File: config.mk
export PLATFORM = sky130hd
export DESIGN_NAME = scanline_rle_decoder_top_flat
export DESIGN_NICKNAME = d
export VERILOG_FILES = /design/src/rtl/core/srd_pkg.sv /design/src/rtl/core/srd_if.sv /design/src/rtl/core/srd_ctrl.sv /design/src/rtl/core/srd_dp.sv /design/src/rtl/core/scanline_rle_decoder_top.sv /design/src/flat_wrapper.sv
export SDC_FILE = /design/constraint.sdc
export NUM_CORES = 1
export LEC_CHECK = 0
export BUFFER_PORTS_ARGS = -buffer_cell sky130_fd_sc_hd__buf_2
export CORE_MARGIN = 2
export CORE_UTILIZATION = 30
export DETAILED_ROUTE_END_ITERATION = 8
export PLACE_DENSITY_LB_ADDON = 0.05
export SYNTH_ARGS = -nofsm -noshare
export SYNTH_HDL_FRONTEND = slang
export SYNTH_SLANG_ARGS = --single-unit
export TNS_END_PERCENT = 50
File: constraint.sdc
create_clock -name clk -period 8.1 [get_ports clk]
set_input_delay 2.025 -clock clk [delete_from_list [all_inputs] [get_ports clk]]
set_output_delay 2.025 -clock clk [all_outputs]
set_load 0.05 [all_outputs]
File: src/rtl/core/srd_pkg.sv
// Shared constants, types and command/status structures of the scanline RLE decoder.
`timescale 1ns / 1ps
`default_nettype none

package srd_pkg;

  localparam int BYTE_W     = 8;
  localparam int CNT_W      = 4;
  localparam int REM_W      = 7;
  localparam int POS_W      = 13;
  localparam int OUT_W      = 64;
  localparam int MAX_LANES  = OUT_W / BYTE_W;
  localparam int CFG_IDX_W  = 1;
  localparam int CFG_DATA_W = 13;

  localparam int unsigned DEF_MAX_WIDTH = 4096;
  localparam int unsigned DEF_LANES     = 8;

  localparam logic [CFG_IDX_W-1:0]  REG_RLE_MODE    = 1'b0;
  localparam logic [CFG_IDX_W-1:0]  REG_ROW_WIDTH   = 1'b1;
  localparam logic [POS_W-1:0]      RESET_ROW_WIDTH = 13'd4096;

  // Which kind of result the datapath builds when the controller loads the output.
  typedef enum logic [1:0] {
    KIND_VERB  = 2'd0,
    KIND_LIT   = 2'd1,
    KIND_END   = 2'd2,
    KIND_CHUNK = 2'd3
  } out_kind_t;

  typedef struct packed {
    logic      out_load;
    out_kind_t kind;
    logic      cnt_load;
    logic      cnt_dec;
    logic      run_start;
  } srd_cmd_t;

  typedef struct packed {
    logic rle_mode;
    logic hdr_zero;
    logic hdr_literal;
    logic rem_le_one;
    logic run_last;
  } srd_stat_t;

  typedef struct packed {
    logic [OUT_W-1:0] out_bytes;
    logic [CNT_W-1:0] byte_count;
    logic             run_last;
    logic             row_end;
    logic             overflow;
    logic [POS_W-1:0] row_position;
  } out_word_t;

endpackage

`default_nettype wire

File: src/rtl/core/srd_if.sv
// Handshake channel interfaces: compressed input, decoded output and register writes.
`timescale 1ns / 1ps
`default_nettype none

interface srd_in_if import srd_pkg::*; ();
  logic              valid;
  logic              ready;
  logic [BYTE_W-1:0] in_byte;

  modport source (output valid, output in_byte, input ready);
  modport sink   (input valid, input in_byte, output ready);
endinterface

interface srd_out_if import srd_pkg::*; ();
  logic             valid;
  logic             ready;
  logic [OUT_W-1:0] out_bytes;
  logic [CNT_W-1:0] byte_count;
  logic             run_last;
  logic             row_end;
  logic             overflow;
  logic [POS_W-1:0] row_position;

  modport source (output valid, output out_bytes, output byte_count, output run_last,
                  output row_end, output overflow, output row_position, input ready);
  modport sink   (input valid, input out_bytes, input byte_count, input run_last,
                  input row_end, input overflow, input row_position, output ready);
endinterface

interface srd_cfg_if import srd_pkg::*; ();
  logic                  valid;
  logic                  ready;
  logic [CFG_IDX_W-1:0]  index;
  logic [CFG_DATA_W-1:0] data;

  modport source (output valid, output index, output data, input ready);
  modport sink   (input valid, input index, input data, output ready);
endinterface

`default_nettype wire

File: src/rtl/core/srd_ctrl.sv
// Controller state machine: decode phase, run emission sequencing and output valid.
`timescale 1ns / 1ps
`default_nettype none

module srd_ctrl import srd_pkg::*; (
  input  wire logic      clk,
  input  wire logic      rst,
  input  wire logic      in_valid,
  output logic           in_ready,
  output logic           out_valid,
  input  wire logic      out_ready,
  input  wire srd_stat_t stat,
  output srd_cmd_t       cmd
);

  typedef enum logic [3:0] {
    ST_HEADER  = 4'b0001,
    ST_LITERAL = 4'b0010,
    ST_RUNVAL  = 4'b0100,
    ST_RUN     = 4'b1000
  } state_t;

  state_t state, state_next;
  logic   slot_free;
  logic   accept;

  assign slot_free = !out_valid || out_ready;
  assign in_ready  = (state != ST_RUN) && slot_free;
  assign accept    = in_valid && in_ready;

  always_comb begin
    state_next = state;
    cmd        = '0;
    cmd.kind   = KIND_VERB;
    if (accept && !stat.rle_mode) begin
      cmd.out_load = 1'b1;
      cmd.kind     = KIND_VERB;
    end else begin
      unique case (state)
        ST_HEADER: begin
          if (accept) begin
            if (stat.hdr_zero) begin
              cmd.out_load = 1'b1;
              cmd.kind     = KIND_END;
            end else begin
              cmd.cnt_load = 1'b1;
              state_next   = stat.hdr_literal ? ST_LITERAL : ST_RUNVAL;
            end
          end
        end
        ST_LITERAL: begin
          if (accept) begin
            cmd.out_load = 1'b1;
            cmd.kind     = KIND_LIT;
            cmd.cnt_dec  = 1'b1;
            if (stat.rem_le_one) begin
              state_next = ST_HEADER;
            end
          end
        end
        ST_RUNVAL: begin
          if (accept) begin
            cmd.run_start = 1'b1;
            state_next    = ST_RUN;
          end
        end
        ST_RUN: begin
          if (slot_free) begin
            cmd.out_load = 1'b1;
            cmd.kind     = KIND_CHUNK;
            if (stat.run_last) begin
              state_next = ST_HEADER;
            end
          end
        end
        default: begin
          state_next = ST_HEADER;
        end
      endcase
    end
  end

  always_ff @(posedge clk) begin
    if (rst) begin
      state     <= ST_HEADER;
      out_valid <= 1'b0;
    end else begin
      state <= state_next;
      if (cmd.out_load) begin
        out_valid <= 1'b1;
      end else if (out_ready) begin
        out_valid <= 1'b0;
      end
    end
  end

  a_no_input_in_run: assert property (@(posedge clk) disable iff (rst)
    state == ST_RUN |-> !in_ready)
    else $error("input accepted while a run is being emitted");

  a_no_overwrite: assert property (@(posedge clk) disable iff (rst)
    cmd.out_load |-> slot_free)
    else $error("pending result overwritten");

  a_run_ends: assert property (@(posedge clk) disable iff (rst)
    (state == ST_RUN && slot_free && stat.run_last) |=> state == ST_HEADER)
    else $error("run did not return to header phase after its last word");

endmodule

`default_nettype wire

File: src/rtl/core/srd_dp.sv
// Datapath: registers, row position, run counter, lane packing and output word register.
`timescale 1ns / 1ps
`default_nettype none

module srd_dp import srd_pkg::*; #(
  parameter int unsigned MAX_WIDTH = DEF_MAX_WIDTH,
  parameter int unsigned LANES     = DEF_LANES
) (
  input  wire logic                  clk,
  input  wire logic                  rst,
  input  wire logic                  cfg_we,
  input  wire logic [CFG_IDX_W-1:0]  cfg_index,
  input  wire logic [CFG_DATA_W-1:0] cfg_data,
  input  wire logic [BYTE_W-1:0]     in_byte,
  input  wire srd_cmd_t              cmd,
  output srd_stat_t                  stat,
  output out_word_t                  word
);

  localparam logic [REM_W-1:0] LANES_R = REM_W'(LANES);

  logic             rle_mode;
  logic [POS_W-1:0] row_width;
  logic [POS_W-1:0] position, position_next;
  logic [REM_W-1:0] remaining, remaining_next;
  logic [BYTE_W-1:0] run_val;

  logic [POS_W-1:0]  eff_w;
  logic [POS_W-1:0]  room;
  logic [REM_W-1:0]  chunk;
  logic [BYTE_W-1:0] lane_val;
  logic              short;
  logic [CNT_W-1:0]  cnt;
  logic [POS_W:0]    pos_inc;
  logic              verb_end;
  out_word_t         word_next;

  // Width 0 behaves as 1, anything above the build limit as the limit.
  always_comb begin
    if (row_width == '0) begin
      eff_w = POS_W'(1);
    end else if (17'(row_width) > 17'(MAX_WIDTH)) begin
      eff_w = POS_W'(MAX_WIDTH);
    end else begin
      eff_w = row_width;
    end
  end

  assign room     = (position < eff_w) ? (eff_w - position) : '0;
  assign chunk    = (cmd.kind == KIND_LIT) ? REM_W'(1)
                  : ((remaining > LANES_R) ? LANES_R : remaining);
  assign lane_val = (cmd.kind == KIND_LIT) ? in_byte : run_val;
  assign short    = POS_W'(chunk) > room;
  assign cnt      = short ? room[CNT_W-1:0] : chunk[CNT_W-1:0];
  assign pos_inc  = {1'b0, position} + (POS_W+1)'(1);
  assign verb_end = pos_inc >= {1'b0, eff_w};

  assign stat.rle_mode    = rle_mode;
  assign stat.hdr_zero    = (in_byte[REM_W-1:0] == '0);
  assign stat.hdr_literal = in_byte[BYTE_W-1];
  assign stat.rem_le_one  = (remaining <= REM_W'(1));
  assign stat.run_last    = (remaining <= LANES_R);

  always_comb begin
    word_next      = '0;
    position_next  = position;
    remaining_next = remaining;
    if (cmd.cnt_load) begin
      remaining_next = in_byte[REM_W-1:0];
    end else if (cmd.cnt_dec && remaining != '0) begin
      remaining_next = remaining - REM_W'(1);
    end
    unique case (cmd.kind)
      KIND_VERB: begin
        word_next.out_bytes    = OUT_W'(in_byte);
        word_next.byte_count   = CNT_W'(1);
        word_next.run_last     = 1'b1;
        word_next.row_end      = verb_end;
        word_next.row_position = pos_inc[POS_W-1:0];
        position_next          = verb_end ? '0 : pos_inc[POS_W-1:0];
      end
      KIND_END: begin
        word_next.run_last     = 1'b1;
        word_next.row_end      = 1'b1;
        word_next.row_position = position;
        position_next          = '0;
      end
      KIND_LIT, KIND_CHUNK: begin
        for (int i = 0; i < MAX_LANES; i++) begin
          if (CNT_W'(i) < cnt) begin
            word_next.out_bytes[i*BYTE_W +: BYTE_W] = lane_val;
          end
        end
        word_next.byte_count   = cnt;
        word_next.run_last     = (cmd.kind == KIND_LIT) || (remaining <= LANES_R);
        word_next.overflow     = short;
        word_next.row_position = position + POS_W'(cnt);
        position_next          = position + POS_W'(cnt);
        if (cmd.kind == KIND_CHUNK) begin
          remaining_next = remaining - chunk;
        end
      end
      default: begin
        word_next = '0;
      end
    endcase
  end

  always_ff @(posedge clk) begin
    if (rst) begin
      rle_mode  <= 1'b1;
      row_width <= RESET_ROW_WIDTH;
      position  <= '0;
      remaining <= '0;
    end else begin
      if (cfg_we) begin
        unique case (cfg_index)
          REG_RLE_MODE:  rle_mode  <= cfg_data[0];
          REG_ROW_WIDTH: row_width <= cfg_data;
          default:       rle_mode  <= rle_mode;
        endcase
      end
      if (cmd.out_load) begin
        position <= position_next;
      end
      remaining <= remaining_next;
    end
  end

  always_ff @(posedge clk) begin
    if (cmd.run_start) begin
      run_val <= in_byte;
    end
    if (cmd.out_load) begin
      word <= word_next;
    end
  end

  a_count_bound: assert property (@(posedge clk) disable iff (rst)
    cmd.out_load |=> word.byte_count <= CNT_W'(LANES))
    else $error("result carries more bytes than lanes");

endmodule

`default_nettype wire

File: src/rtl/core/scanline_rle_decoder_top.sv
// Top level of the scanline RLE decoder: channel wiring, controller and datapath.
`timescale 1ns / 1ps
`default_nettype none

// Channel  Dir  Payload                                                    Word accepted when
// din      in   in_byte[7:0]                                               din.valid & din.ready
// dout     out  out_bytes[63:0] byte_count run_last row_end overflow
//               row_position[12:0]                                         dout.valid & dout.ready
// cfg      in   index[0] (0 rle_mode, 1 row_width), data[12:0]            cfg.valid & cfg.ready
//
// The decoder accepts header, literal and verbatim words at one per cycle while the output
// register is free or being drained.
// A run value word is latched first; the run counter then issues one output word per cycle
// while the output register is free or being drained, and din is held off meanwhile.
// Synchronous active-high reset restores rle_mode 1, row_width 4096, header phase,
// an empty run counter and row position zero; no clearing pass is needed.
// A stalled dout holds its word and backs up into din; cfg is always ready.
module scanline_rle_decoder_top import srd_pkg::*; #(
  parameter int unsigned MAX_WIDTH = DEF_MAX_WIDTH,
  parameter int unsigned LANES     = DEF_LANES
) (
  input wire logic   clk,
  input wire logic   rst,
  srd_in_if.sink     din,
  srd_out_if.source  dout,
  srd_cfg_if.sink    cfg
);

  srd_cmd_t  cmd;
  srd_stat_t stat;
  out_word_t word;

  // Register writes are taken at once; issue them only while the decoder is idle (not enforced).
  assign cfg.ready = 1'b1;

  srd_ctrl u_ctrl (
    .clk       (clk),
    .rst       (rst),
    .in_valid  (din.valid),
    .in_ready  (din.ready),
    .out_valid (dout.valid),
    .out_ready (dout.ready),
    .stat      (stat),
    .cmd       (cmd)
  );

  srd_dp #(
    .MAX_WIDTH (MAX_WIDTH),
    .LANES     (LANES)
  ) u_dp (
    .clk       (clk),
    .rst       (rst),
    .cfg_we    (cfg.valid),
    .cfg_index (cfg.index),
    .cfg_data  (cfg.data),
    .in_byte   (din.in_byte),
    .cmd       (cmd),
    .stat      (stat),
    .word      (word)
  );

  // The output register lives in the datapath; its fields map straight onto dout.
  assign dout.out_bytes    = word.out_bytes;
  assign dout.byte_count   = word.byte_count;
  assign dout.run_last     = word.run_last;
  assign dout.row_end      = word.row_end;
  assign dout.overflow     = word.overflow;
  assign dout.row_position = word.row_position;

endmodule

`default_nettype wire
File: src/flat_wrapper.sv
// flat-port wrapper written by rule: the top's interface ports become plain ports
module scanline_rle_decoder_top_flat import srd_pkg::*;
#(
  parameter int unsigned MAX_WIDTH = DEF_MAX_WIDTH,
  parameter int unsigned LANES     = DEF_LANES
)
  (clk, rst, din_valid, din_in_byte, din_ready, dout_valid, dout_out_bytes, dout_byte_count, dout_run_last, dout_row_end, dout_overflow, dout_row_position, dout_ready, cfg_valid, cfg_index, cfg_data, cfg_ready);
  srd_in_if din_i ();
  srd_out_if dout_i ();
  srd_cfg_if cfg_i ();
  input wire logic clk;
  input wire logic rst;
  input wire logic [$bits(din_i.valid)-1:0] din_valid;
  input wire logic [$bits(din_i.in_byte)-1:0] din_in_byte;
  output wire logic [$bits(din_i.ready)-1:0] din_ready;
  output wire logic [$bits(dout_i.valid)-1:0] dout_valid;
  output wire logic [$bits(dout_i.out_bytes)-1:0] dout_out_bytes;
  output wire logic [$bits(dout_i.byte_count)-1:0] dout_byte_count;
  output wire logic [$bits(dout_i.run_last)-1:0] dout_run_last;
  output wire logic [$bits(dout_i.row_end)-1:0] dout_row_end;
  output wire logic [$bits(dout_i.overflow)-1:0] dout_overflow;
  output wire logic [$bits(dout_i.row_position)-1:0] dout_row_position;
  input wire logic [$bits(dout_i.ready)-1:0] dout_ready;
  input wire logic [$bits(cfg_i.valid)-1:0] cfg_valid;
  input wire logic [$bits(cfg_i.index)-1:0] cfg_index;
  input wire logic [$bits(cfg_i.data)-1:0] cfg_data;
  output wire logic [$bits(cfg_i.ready)-1:0] cfg_ready;
  assign din_i.valid = din_valid;
  assign din_i.in_byte = din_in_byte;
  assign din_ready = din_i.ready;
  assign dout_valid = dout_i.valid;
  assign dout_out_bytes = dout_i.out_bytes;
  assign dout_byte_count = dout_i.byte_count;
  assign dout_run_last = dout_i.run_last;
  assign dout_row_end = dout_i.row_end;
  assign dout_overflow = dout_i.overflow;
  assign dout_row_position = dout_i.row_position;
  assign dout_i.ready = dout_ready;
  assign cfg_i.valid = cfg_valid;
  assign cfg_i.index = cfg_index;
  assign cfg_i.data = cfg_data;
  assign cfg_ready = cfg_i.ready;
  scanline_rle_decoder_top #(.MAX_WIDTH(MAX_WIDTH), .LANES(LANES)) u_core (.clk(clk), .rst(rst), .din(din_i), .dout(dout_i), .cfg(cfg_i));
endmodule
Word level (Yosys, flattened, before mapping)
Index checks and enable logic that the tools add are counted.

operators by class
  add/sub/neg operators = 5
  bitwise logic cells = 2
  multiplexer cells = 48
  multiply operators = 0
  div/mod/pow operators = 0
  reduce and logical (&&, ||, !) cells = 18
  equal/unequal tests = 15
  shift operators = 0
  order comparisons = 15

operator list
  kind                   count
  $pmux 68 s2            1
  $pmux 13 s3            2
  $mux 8                 9
  $mux 13                4
  $mux 7                 6
  $mux 4                 9
  $mux 3                 6
  $lt 3x4->1 const A     4
  $pmux 4 s4             1
  $add 13x1->14 const B  1
  $ge 14x13->1           1
  $add 13x4->13          1
  $gt 13x13->1 const B   1
  $gt 7x13->1            1
  $logic_not 13->1       1
  $lt 13x13->1           1
  $sub 13x13->13         1
  $ne 2x2->1 const B     5
  $pmux 3 s3             1
  $lt 1x4->1 const A     2
  $lt 2x4->1 const A     2
  $reduce_and 8->1       1
  $gt 7x4->1 const B     1
  $le 7x1->1 const B     1
  other kinds (23)       40

word-level totals
  bits in registers = 131
  memories kept = 0
  output and inout bits = 87
  input bits = 27
  bits in read-only memories = 0
  RAM bits = 0
  logic and storage cells = 116
  latch bits = 0

Logic depth before layout (Yosys ltp)
Gate-level depths: netlist of run 1.

  depth in word-level cells = 14
  mapped depth = 33
  gate-level depth less buffers = 31

Hierarchy
From an unflattened synthesis of run 1, not the netlist that was laid out.

second synthesis, totals
  cell total of the unflattened synthesis = 855
  area total of the unflattened synthesis = 8059.0 µm²

modules (own cells, without submodules)
  module                    cells an instance  area each (µm²)  times used  sequential area each (µm²)
  srd_dp                    790                7567.3           1           3443.3
  srd_ctrl                  63                 480.5            1           100.1
  scanline_rle_decoder_top  2                  11.3             1           0.0

Worst setup path before layout of run 1
Ideal clock, no wire load.

  path type = input -> register
  from = in dout_ready
  to = reg, netlist name u_core.u_dp.word[12]
  required time = 7.839 ns
  arrival time = 6.330 ns
  setup time = 0.261 ns
  stages = 24
  path slack = 1.509 ns
  buffers on the path = 2
  path through = nand2b_1 buf_1 and3_1 clkbuf_1 a21oi_1 ha_1 nand3b_1 a21o_1 a31oi_1 nand2_1 mux2_2 o31ai_2 mux2_2 inv_1 ha_1 inv_1 fa_1 nor2b_1 a221oi_1 nor2_1 nand4_1 xnor2_1 nor2_1 a221o_1

RTL lines
  what         RTL line            text
  from (decl)  flat_wrapper.sv:23  input wire logic [$bits(dout_i.ready)-1:0] dout_ready;

==> results.py, run 1 <==
metrics = {
    "power": {
        "p_leak_nw": 3.66,
        "ir_drop_mv": 0.141,
        "power_density_mw_per_mm2": 231,
    },
    "synthesis": {
        "synth-edff-count": 92,
        "ys_ff_latch": 131,
        "synthTopCellsByArea": "edfxtp_1, dfxtp_1, ha_1, nand2_1, nor2_1",
        "synth.top_cell.area_share_pct": 36.0,
        "synthArstFlopShare_pct": 0,
        "synth.avg_cell_area_sq_um": 9.48,
        "synthDistinctLibCells": 62,
        "syn_area_sq_mm": 0.00768,
        "yosysSeqAreaShare_pct": 46.1,
        "yosys_warnings": 0,
        "netlist_instances": 810,
        "synth-main-ff-cell": "edfxtp_1",
        "synth_top_area_cell": "edfxtp_1",
    },
    "global_routing": {
        "gr-total-overflow": 0,
        "antenna_found_initial": 0,
        "grtUsageTotal_pct": 17.4,
        "grt_max_degree": 47,
        "grt_pass1_vias": 6111,
        "grt_pass1_wl_um": 35900,
    },
    "place": {
        "io_buffers": 112,
        "dp_hpwl_um": 16600,
        "placed_area_sq_mm": 0.00859,
        "place.gp.congestion": 0.798,
        "pre_cts_slack_ps": 737,
    },
    "cts": {
        "clockBufferDepth": 2,
        "cts_tree": "done",
        "clk_pin_slew_ps": 70,
        "postCtsSetupBuffers": 0,
        "cts_hold_buf": 0,
        "cts_root_buf": "clkbuf_16",
        "clock_latency_ps": 420,
        "htreeDepth": 4,
        "cts_sinks": 131,
        "cts_resized": 0,
        "cts_buffers": 17,
    },
    "floorplanning": {
        "placementRows": 58,
        "ios": 114,
        "die_area_sq_mm": 0.0269,
        "initial_core_util_pct": 30.5,
        "die_h_um": 164,
        "core-area_sq_mm": 0.0252,
        "die_w_um": 164,
    },
    "critical_path": {
        "r2r-start": "u_core.u_dp.row_width[4]",
        "crit_buf_inv": 2,
        "r2r_end": "u_core.u_dp.word[12]",
        "cpPeakStageDelay_ps": 640,
        "required_ps": 8270,
        "path_class": "reg2reg",
        "crit_end": "u_core.u_dp.word[12]",
        "cp_slowest_cell": "a21oi_1",
        "r2r_slack_ps": 1080,
        "critPathArrivalTime_ps": 7200,
        "reg2reg_depth": 26,
        "start_kind": "register",
        "crit_fanout": 10,
        "cp-end-kind": "register",
        "cp.depth": 26,
        "timing.critical_path.max_delay_family": "compound AO/OA/AOI/OAI gates",
        "critPathLaunch": "u_core.u_dp.row_width[4]",
    },
    "layout": {
        "antenna_cells": 0,
        "fill_cells": 2592,
        "final_common_cell": "buf_2",
        "drive_gt1_share_pct": 18.5,
        "postLayoutCellArea_sq_mm": 0.00921,
        "final_nets": 994,
        "layout_common_cells": "buf_2, nand2_1, edfxtp_1",
        "post-route-util_pct": 36.6,
        "area_delta_synth_final_pct": 19.9,
    },
    "routing": {
        "wire_per_inst_um": 18.1,
        "ant_nets": 0,
        "met3_length_um": 898,
        "via_per_inst": 5.03,
        "dr_wl_met2_um": 9560,
        "drt_pass1_iterations": 5,
        "vias": 6335,
        "wl_um": 22800,
        "first_iter_violations": 398,
        "top_layer": "met4",
        "drc": 0,
        "drt-met1-wl_um": 12100,
    },
    "timing": {
        "skew_ps": 10.6,
        "relSlewSlack_pct": 24.7,
        "setup_ws_ps": 1080,
        "finalMaxSlewViolations": 0,
        "grt_setup_unrepaired": "false",
        "tns_ps": 0,
        "period_minus_slack_ps": 7020,
        "period_share_pct": 86.7,
        "worst_pin_slew_ps": 1130,
        "fmax_mhz": 142,
        "final-setup-viol-count": 0,
        "final_hold_viol_count": 0,
    },
    "run_status": {
        "status": "complete, no violations",
    },
    "worst_hold_path": {
        "worstHoldPathType": "reg2reg",
    },
    "run": {
        "cap_violations": 0,
    },
}
## through the flow
stage | hold slack, ps | power, W | std cells
floorplan | 436 | 0.00119 | 814
global placement | 451 | 0.00133 | 1228
detailed placement | 449 | 0.00133 | 1228
CTS | 462 | 0.00215 | 1260
global route | 474 | 0.00224 | 1260
finish | 461 | 0.00213 | 1260
## cell families after synthesis
kind of cell	synth area share [%]
adder cells (fa/ha/maj)	8.44
XOR/XNOR	3.99
flip-flops	46.1
multiplexers	1.66
other	0.0978
AO/OA/AOI/OAI	16.1
buffers and inverters	4.28
AND/OR/NAND/NOR	19.3
## layout make-up
class,count,area (sq um),area share (%)
clock inverter,15,186,2.03
clock buffer,17,425,4.62
timing repair buffer,118,606,6.58
tap,330,413,4.49
inverter,50,189,2.05
multi-input combinational,599,3840,41.7
sequential,131,3540,38.5
## how the worst min path moves through the flow
stage	start	to	slack, ps	cells past startpoint
2_1_floorplan	u_core.u_dp.row_width[0]	u_core.u_dp.row_width[0]	440	2
4_1_cts	u_core.u_dp.row_width[0]	u_core.u_dp.row_width[0]	460	2
6_report	u_core.u_dp.row_width[0]	u_core.u_dp.row_width[0]	460	2
3_5_place_dp	u_core.u_dp.row_width[0]	u_core.u_dp.row_width[0]	450	2
3_3_place_gp	u_core.u_dp.row_width[0]	u_core.u_dp.row_width[0]	450	2
5_1_grt	u_core.u_dp.row_width[0]	u_core.u_dp.row_width[0]	470	2
## metal layers
layer  track usage (%)  up-vias
met5                 0        -
met4              4.39        0
met3              2.22       11
met2              25.4      142
met1              27.0     3020
li1                  -     3162
## report_power, final
part           switching [W]  internal, W  total [W]
logic               0.000368     0.000176   0.000544
registers          0.0000257     0.000745   0.000770
clock network       0.000370     0.000445   0.000815
total               0.000763      0.00137    0.00213
## Yosys cell counts (all sizes together) (4+ instances only)
cell and count:
a21o 11, dfxtp 39, nor3 36, nor4 8
nand2 97, nor2 86, buf 12, a311oi 10
xnor2 25, o21ai 34, mux2 6, o21a 5
or3 7, nand2b 9, xor2 10, and3 6
clkbuf 22, o31ai 5, a221o 6, a211oi 16
mux2i 6, nand3b 4, a31oi 9, nor2b 10
inv 50, a22oi 9, and2 7, ha 47
nand3 22, a21oi 55, edfxtp 92, nand4 13
## registers in the layout (all words and copies together) (netlist names)
| signal | count |
|---|---|
| u_core.u_ctrl.state | 4 |
| u_core.u_dp.rle_mode | 1 |
| u_core.u_dp.remaining | 7 |
| u_core.u_dp.row_width | 13 |
| u_core.u_dp.position | 13 |
| u_core.u_ctrl.out_valid | 1 |
| u_core.u_dp.run_val | 8 |
| u_core.u_dp.word | 84 |
## worst register-to-register path, cell delays in order, from the launching register on
cell and delay, ps:
dfxtp_1 330, nor4_1 290, a31oi_1 120, nor2_1 270, inv_1 80, ha_1 210, nand3b_1 200, nand2_1 160
a211oi_2 150, a21oi_1 640, nand2_1 230, ha_1 390, a21oi_1 80, a21o_1 170, a31oi_1 380, nand2b_1 100
mux2_2 350, o31ai_2 390, mux2_2 510, inv_1 120, ha_1 250, a221oi_1 630, nor2_1 130, nand4_1 150
xnor2_1 120, nor2_1 70, a221o_1 260
No activity file was read; power rests on OpenSTA's default activity.
==> inputs of run 2 (changes only) <==
--- a/config.mk
+++ b/config.mk
@@ -6,11 +6,13 @@
 export NUM_CORES = 1
 export LEC_CHECK = 0
 export BUFFER_PORTS_ARGS = -buffer_cell sky130_fd_sc_hd__buf_2
+export CORE_ASPECT_RATIO = 1.25
 export CORE_MARGIN = 2
 export CORE_UTILIZATION = 30
 export DETAILED_ROUTE_END_ITERATION = 8
 export PLACE_DENSITY_LB_ADDON = 0.05
 export SYNTH_ARGS = -nofsm -noshare
 export SYNTH_HDL_FRONTEND = slang
+export SYNTH_HIERARCHICAL = 1
 export SYNTH_SLANG_ARGS = --single-unit
 export TNS_END_PERCENT = 50
==> constraint.sdc (replaced) <==
create_clock -name clk -period 8 [get_ports clk]
set_input_delay 2 -clock clk [delete_from_list [all_inputs] [get_ports clk]]
set_output_delay 2 -clock clk [all_outputs]
set_load 0.05 [all_outputs]
==> run 2 against run 1 <==
- final area up 4.6%
- combinational power grew 47%
- utilization is 0.42 points lower
- non-clock buffer count rose by 16
- power grew 12%
- cell count up 5.2%
- wire length is 2.8% higher
- register-to-register slack improved by 960 ps
- clock power decreased by 5.6%
- first-iteration DRC count shrank 36%
- synthesized cell count grew 5.6%
- setup slack worse by 410 ps
- critical path type is now in2reg
- largest cell class unchanged
==> results.py, run 2 <==
metrics = {
    "floorplanning": {
        "die_h_um": 187,
        "ios": 114,
        "placementRows": 67,
        "core-area_sq_mm": 0.0267,
        "die_area_sq_mm": 0.0282,
        "initial_core_util_pct": 30.2,
        "die_w_um": 151,
    },
    "cts": {
        "cts_buffers": 17,
        "cts_tree": "done",
        "clk_pin_slew_ps": 60,
        "clockBufferDepth": 2,
        "cts_resized": 0,
        "htreeDepth": 4,
        "clock_latency_ps": 430,
        "cts_hold_buf": 0,
        "postCtsSetupBuffers": 0,
        "cts_sinks": 131,
        "cts_root_buf": "clkbuf_16",
    },
    "layout": {
        "final_common_cell": "nand2_1",
        "reg_top3": "u_core/u_dp/word: 84 flops, u_core/u_dp/position: 13 flops, u_core/u_dp/row_width: 13 flops",
        "regMostFlops": "u_core/u_dp/word",
        "layout_common_cells": "nand2_1, buf_2, edfxtp_1",
        "post-route-util_pct": 36.1,
        "drive_gt1_share_pct": 20.8,
        "antenna_cells": 0,
        "seq_area_sq_mm": 0.00354,
        "multiInputGateArea_sq_mm": 0.00420,
        "fill_cells": 2812,
        "largest_register_ffs": 84,
        "final_nets": 1045,
        "area_delta_synth_final_pct": 19.5,
        "postLayoutCellArea_sq_mm": 0.00963,
    },
    "global_routing": {
        "use_met1_pct": 21.8,
        "busiest_layer": "met2",
        "use_met2_pct": 29.7,
        "use_met3_pct": 2.59,
        "antenna_found_initial": 0,
        "grtUsageTotal_pct": 17.2,
        "grt_pass1_vias": 6609,
        "gr-total-overflow": 0,
        "grt_max_degree": 42,
        "grt_pass1_wl_um": 37400,
    },
    "power": {
        "p_leak_nw": 3.73,
        "clockPowerShare_pct": 32.2,
        "p_seq_share_pct": 34.4,
        "power_density_mw_per_mm2": 248,
        "ir_drop_mv": 0.154,
        "power_switching_w": 0.000896,
        "netSwitchingFraction_pct": 37.5,
        "p_int_w": 0.00149,
        "power_frac_comb_pct": 33.4,
    },
    "synthesis": {
        "synthArstFlopShare_pct": 0,
        "synthDistinctLibCells": 85,
        "yosysMostFrequentCell": "nand2_1",
        "synthTopCellsByArea": "edfxtp_1, dfxtp_1, ha_1, nand2_1, a21oi_1",
        "yosys_warnings": 6,
        "ys_ff_latch": 131,
        "syn_area_sq_mm": 0.00806,
        "synth.top_cell.area_share_pct": 34.3,
        "yosysSeqAreaShare_pct": 44.0,
        "synth.avg_cell_area_sq_um": 9.43,
        "synth-main-ff-cell": "edfxtp_1",
        "synth_top_area_cell": "edfxtp_1",
        "synth-edff-count": 92,
        "netlist_instances": 855,
        "ys_top_cells_by_count": "nand2_1, edfxtp_1, nor2_1",
    },
    "timing": {
        "whs_ps": 473,
        "fmax_mhz": 136,
        "grt_setup_unrepaired": "false",
        "period_share_pct": 91.7,
        "period_minus_slack_ps": 7340,
        "final-setup-viol-count": 0,
        "tns_ps": 0,
        "final_hold_viol_count": 0,
        "finalMaxSlewViolations": 0,
        "skew_ps": 6.96,
        "setup_ws_ps": 662,
        "relSlewSlack_pct": 30.7,
        "worst_pin_slew_ps": 1040,
    },
    "critical_path": {
        "critPathArrivalTime_ps": 7520,
        "start_kind": "input port",
        "path_class": "in2reg",
        "cp-end-kind": "register",
        "crit_fanout": 4,
        "required_ps": 8180,
    },
    "routing": {
        "drc": 0,
        "via_per_inst": 4.98,
        "drt_pass1_iterations": 5,
        "vias": 6597,
        "wire_per_inst_um": 17.7,
        "first_iter_violations": 254,
        "wl_um": 23400,
        "ant_nets": 0,
    },
    "place": {
        "pre_cts_slack_ps": 25.1,
        "placed_area_sq_mm": 0.00906,
        "dp_hpwl_um": 17200,
        "io_buffers": 112,
        "place.gp.congestion": 0.815,
    },
    "run": {
        "cap_violations": 0,
    },
    "run_status": {
        "status": "complete, no violations",
    },
    "worst_hold_path": {
        "worstHoldPathType": "reg2reg",
    },
}
==> run 2: cell types whose count changed in the layout (fill, tap and decap cells not counted), sizes merged, moves of 12 or more <==
cell,change
nor3,-20
nand2,+19
inv,-12
a21oi,+18
buf,+16
==> run 2: power by group through the flow <==
stage / registers [W] / clock network, W / logic [W]
after floorplan: 0.000898 / 0 / 0.000526
after global placement: 0.000838 / 0 / 0.000808
after detailed placement: 0.000837 / 0 / 0.000803
after CTS: 0.000823 / 0.000791 / 0.000806
after global routing: 0.000830 / 0.000813 / 0.000883
final: 0.000823 / 0.000769 / 0.000797
==> run 2: final timing paths <==
kind,from,depth (start not counted),slack (ps),to
setup / recovery,din_in_byte[5],28,660,u_core/u_dp/word[11]
hold / removal,u_core/u_dp/row_width[8],2,470,u_core/u_dp/row_width[8]
setup reg to reg,u_core/u_dp/row_width[4],29,2040,u_core/u_dp/word[11]
hold reg to reg,u_core/u_dp/row_width[8],2,470,u_core/u_dp/row_width[8]
==> run 2: routing by layer <==
metal,up-vias,routed length (um)
li1,3299,-
met1,3122,10400
met2,152,11600
met3,24,939
met4,0,410
met5,-,0
==> run 2: kinds of logic after synthesis <==
logic type,Yosys count,share of synthesized area [%]
other,3,0.140
XOR/XNOR,44,4.78
flip-flops,131,44.0
buffers and inverters,87,4.66
AO/OA/AOI/OAI,203,17.5
adder cells (fa/ha/maj),53,8.43
multiplexers,13,1.74
AND/OR/NAND/NOR,321,18.8
==> run 2: cell type report <==
class / count / share of cell area, %
multi-input combinational: 640 / 43.6
sequential: 131 / 36.8
timing repair buffer: 134 / 7.53
tap: 345 / 4.48
clock buffer: 18 / 4.46
inverter: 44 / 1.71
clock inverter: 13 / 1.43
==> run 2: per-stage QoR <==
stage,std cells,power (W)
floorplan,858,0.00142
global placement,1294,0.00165
detailed placement,1294,0.00164
CTS,1325,0.00242
global route,1325,0.00253
finish,1325,0.00239
==> run 2: worst max-delay path, cell delays in order <==
cell       delay [ps]
buf_2             120
or4_1             530
nor4_2            340
nand4_1           150
a211o_1           360
a2111oi_4         250
nand2b_1          170
nand3_1           110
inv_1             170
ha_1              250
nor2b_1           130
o21a_1            150
o21ai_0           130
a21oi_1            90
o2111a_1          260
and4_1            220
a211oi_1          280
or2_2             210
ha_1              240
a21o_1            160
a21oi_1           240
nor2b_1           110
o21a_1            210
nand3_1           130
nor2_1             70
a21oi_1           210
nor2_1             80
xnor2_1           120
==> inputs of run 3 (changes only) <==
--- a/config.mk
+++ b/config.mk
@@ -5,12 +5,14 @@
 export SDC_FILE = /design/constraint.sdc
 export NUM_CORES = 1
 export LEC_CHECK = 0
+export ABC_AREA = 0
 export BUFFER_PORTS_ARGS = -buffer_cell sky130_fd_sc_hd__buf_2
 export CORE_ASPECT_RATIO = 1.25
 export CORE_MARGIN = 2
 export CORE_UTILIZATION = 30
+export CTS_BUF_LIST = sky130_fd_sc_hd__clkbuf_4 sky130_fd_sc_hd__clkbuf_8
 export DETAILED_ROUTE_END_ITERATION = 8
-export PLACE_DENSITY_LB_ADDON = 0.05
+export PLACE_DENSITY_LB_ADDON = 0.08
 export SYNTH_ARGS = -nofsm -noshare
 export SYNTH_HDL_FRONTEND = slang
 export SYNTH_HIERARCHICAL = 1
==> run 3 against run 2 <==
- sequential power about the same
- die area is the same
- combinational power is 1% higher
- wire length is 2.7% lower
- sequential share of layout area increased by 0.46 points
- final area is 1.2% lower
- cell count is 0.23% higher
- maximum frequency is 0.81% higher
- clock skew grew 4.5 ps
- clock power down 19%
- largest cell class unchanged
- highest routed layer unchanged
==> results.py, run 3 (synthesis results as in run 2) <==
metrics = {
    "critical_path": {
        "cp-end-kind": "register",
        "path_class": "in2reg",
        "cp_slowest_cell": "or4_1",
        "critPathArrivalTime_ps": 7480,
        "crit_buf_inv": 5,
        "r2r-start": "u_core/u_dp/row_width[4]",
        "crit_fanout": 10,
        "start_kind": "input port",
        "required_ps": 8200,
        "r2r_slack_ps": 1830,
        "r2r_end": "u_core/u_dp/word[10]",
        "timing.critical_path.max_delay_family": "simple AND/OR/NAND/NOR gates",
        "cpPeakStageDelay_ps": 520,
        "reg2reg_depth": 30,
        "path_common_cell": "nand3_1",
    },
    "layout": {
        "final_common_cell": "nand2_1",
        "largest_register_ffs": 84,
        "area_delta_synth_final_pct": 18.1,
        "drive_gt1_share_pct": 21.0,
        "fill_cells": 2810,
        "layout_common_cells": "nand2_1, buf_2, edfxtp_1",
        "reg_top3": "u_core/u_dp/word: 84 flops, u_core/u_dp/position: 13 flops, u_core/u_dp/row_width: 13 flops",
        "stdcell_count": 1328,
        "regMostFlops": "u_core/u_dp/word",
        "antenna_cells": 0,
        "final_nets": 1048,
    },
    "routing": {
        "drt_pass1_iterations": 5,
        "via_per_inst": 4.88,
        "top_layer": "met4",
        "met3_length_um": 900,
        "vias": 6487,
        "dr_wl_met2_um": 11100,
        "wl_um": 22800,
        "drc": 0,
        "first_iter_violations": 344,
        "ant_nets": 0,
        "wire_per_inst_um": 17.2,
        "drt-met1-wl_um": 10500,
    },
    "timing": {
        "setup_ws_ps": 721,
        "grt_setup_unrepaired": "false",
        "period_share_pct": 91.0,
        "worst_pin_slew_ps": 992,
        "skew_ps": 11.4,
        "tns_ps": 0,
        "fmax_mhz": 137,
        "period_minus_slack_ps": 7280,
        "relSlewSlack_pct": 33.7,
        "final_hold_viol_count": 0,
        "final-setup-viol-count": 0,
        "finalMaxSlewViolations": 0,
    },
    "cts": {
        "htreeDepth": 4,
        "cts_sinks": 131,
        "cts_buffers": 17,
        "clk_pin_slew_ps": 80,
        "cts_tree": "done",
        "postCtsSetupBuffers": 0,
        "clock_latency_ps": 450,
        "cts_root_buf": "clkbuf_8",
        "cts_hold_buf": 0,
        "clockBufferDepth": 2,
        "cts_resized": 0,
    },
    "run": {
        "cap_violations": 0,
    },
    "global_routing": {
        "grt_pass1_wl_um": 35900,
        "grtUsageTotal_pct": 16.5,
        "grt_pass1_vias": 6292,
        "grt_max_degree": 84,
        "antenna_found_initial": 0,
        "gr-total-overflow": 0,
    },
    "place": {
        "pre_cts_slack_ps": 230,
        "dp_cells": 1297,
        "io_buffers": 112,
        "dp_hpwl_um": 17000,
        "place.gp.congestion": 0.833,
    },
    "worst_hold_path": {
        "hold_start": "u_core/u_dp/row_width[6]",
        "worstHoldPathType": "reg2reg",
        "holdPathStages": 2,
        "min_to": "u_core/u_dp/row_width[6]",
    },
    "power": {
        "ir_drop_mv": 0.107,
        "p_leak_nw": 3.70,
        "power_density_mw_per_mm2": 236,
    },
    "floorplanning": {
        "die_w_um": 151,
        "die_area_sq_mm": 0.0282,
        "initial_core_util_pct": 30.2,
        "placementRows": 67,
        "core-area_sq_mm": 0.0267,
        "ios": 114,
        "die_h_um": 187,
    },
    "run_status": {
        "status": "complete, no violations",
    },
}
==> run 3: changes by cell type in the layout (fill, tap and decap cells not counted), moves of 2 or more <==
| cell | before | now |
|---|---|---|
| buf_4 | 22 | 24 |
| bufinv_16 | 2 | 4 |
| clkbuf_16 | 17 | 0 |
| clkbuf_8 | 0 | 17 |
| clkinvlp_4 | 5 | 3 |
==> run 3: area by class of cell <==
| type | count | area, sq um | area share (%) |
|---|---|---|---|
| timing repair buffer | 137 | 761 | 8.00 |
| inverter | 44 | 165 | 1.74 |
| tap | 345 | 432 | 4.54 |
| clock buffer | 18 | 241 | 2.54 |
| multi-input combinational | 640 | 4190 | 44.0 |
| sequential | 131 | 3540 | 37.2 |
| clock inverter | 13 | 183 | 1.92 |
==> run 3: worst register-to-register path, delay by kind of cell (launching register included) <==
family	cells	cell delay, ps
compound gates	10	1670
xor+xnor	1	130
fa+ha+maj	4	1150
buf+inv	4	510
flops	1	340
simple gates	11	2090
==> run 3: how the worst max path moves through the flow <==
stage | from | endpoint | slack, ps | cells after the start
2_1_floorplan | din_in_byte[5] | u_core/u_dp/word[11] | 560 | 28
3_3_place_gp | din_in_byte[5] | u_core/u_dp/word[10] | 320 | 30
3_5_place_dp | din_in_byte[6] | u_core/u_dp/word[8] | 230 | 30
4_1_cts | din_in_byte[6] | u_core/u_dp/word[10] | 690 | 30
5_1_grt | din_in_byte[5] | u_core/u_dp/word[10] | 180 | 30
6_report | din_in_byte[5] | u_core/u_dp/word[10] | 720 | 30
==> run 3: metal layers <==
metal	global-route usage, %	vias up
met2	27.8	142
met3	3.05	17
li1	-	3302
met4	4.53	0
met5	0	-
met1	21.6	3026
==> run 3: stage by stage <==
| step | utilization, % | power [W] | area (sq um) | hold slack, ps |
|---|---|---|---|---|
| finish | 35.7 | 0.00225 | 9510 | 481 |
| global route | 35.7 | 0.00239 | 9510 | 503 |
| global placement | 34.1 | 0.00165 | 9090 | 466 |
| CTS | 35.7 | 0.00228 | 9510 | 482 |
| detailed placement | 34.1 | 0.00165 | 9090 | 470 |
| floorplan | - | 0.00142 | 8070 | 436 |
==> run 3: power by group <==
| group | internal (W) | switching (W) | leakage [nW] | total (W) |
|---|---|---|---|---|
| Sequential | 0.000774 | 0.0000458 | 1.16 | 0.000820 |
| Combinational | 0.000271 | 0.000534 | 2.33 | 0.000806 |
| Clock | 0.000341 | 0.000280 | 0.206 | 0.000621 |
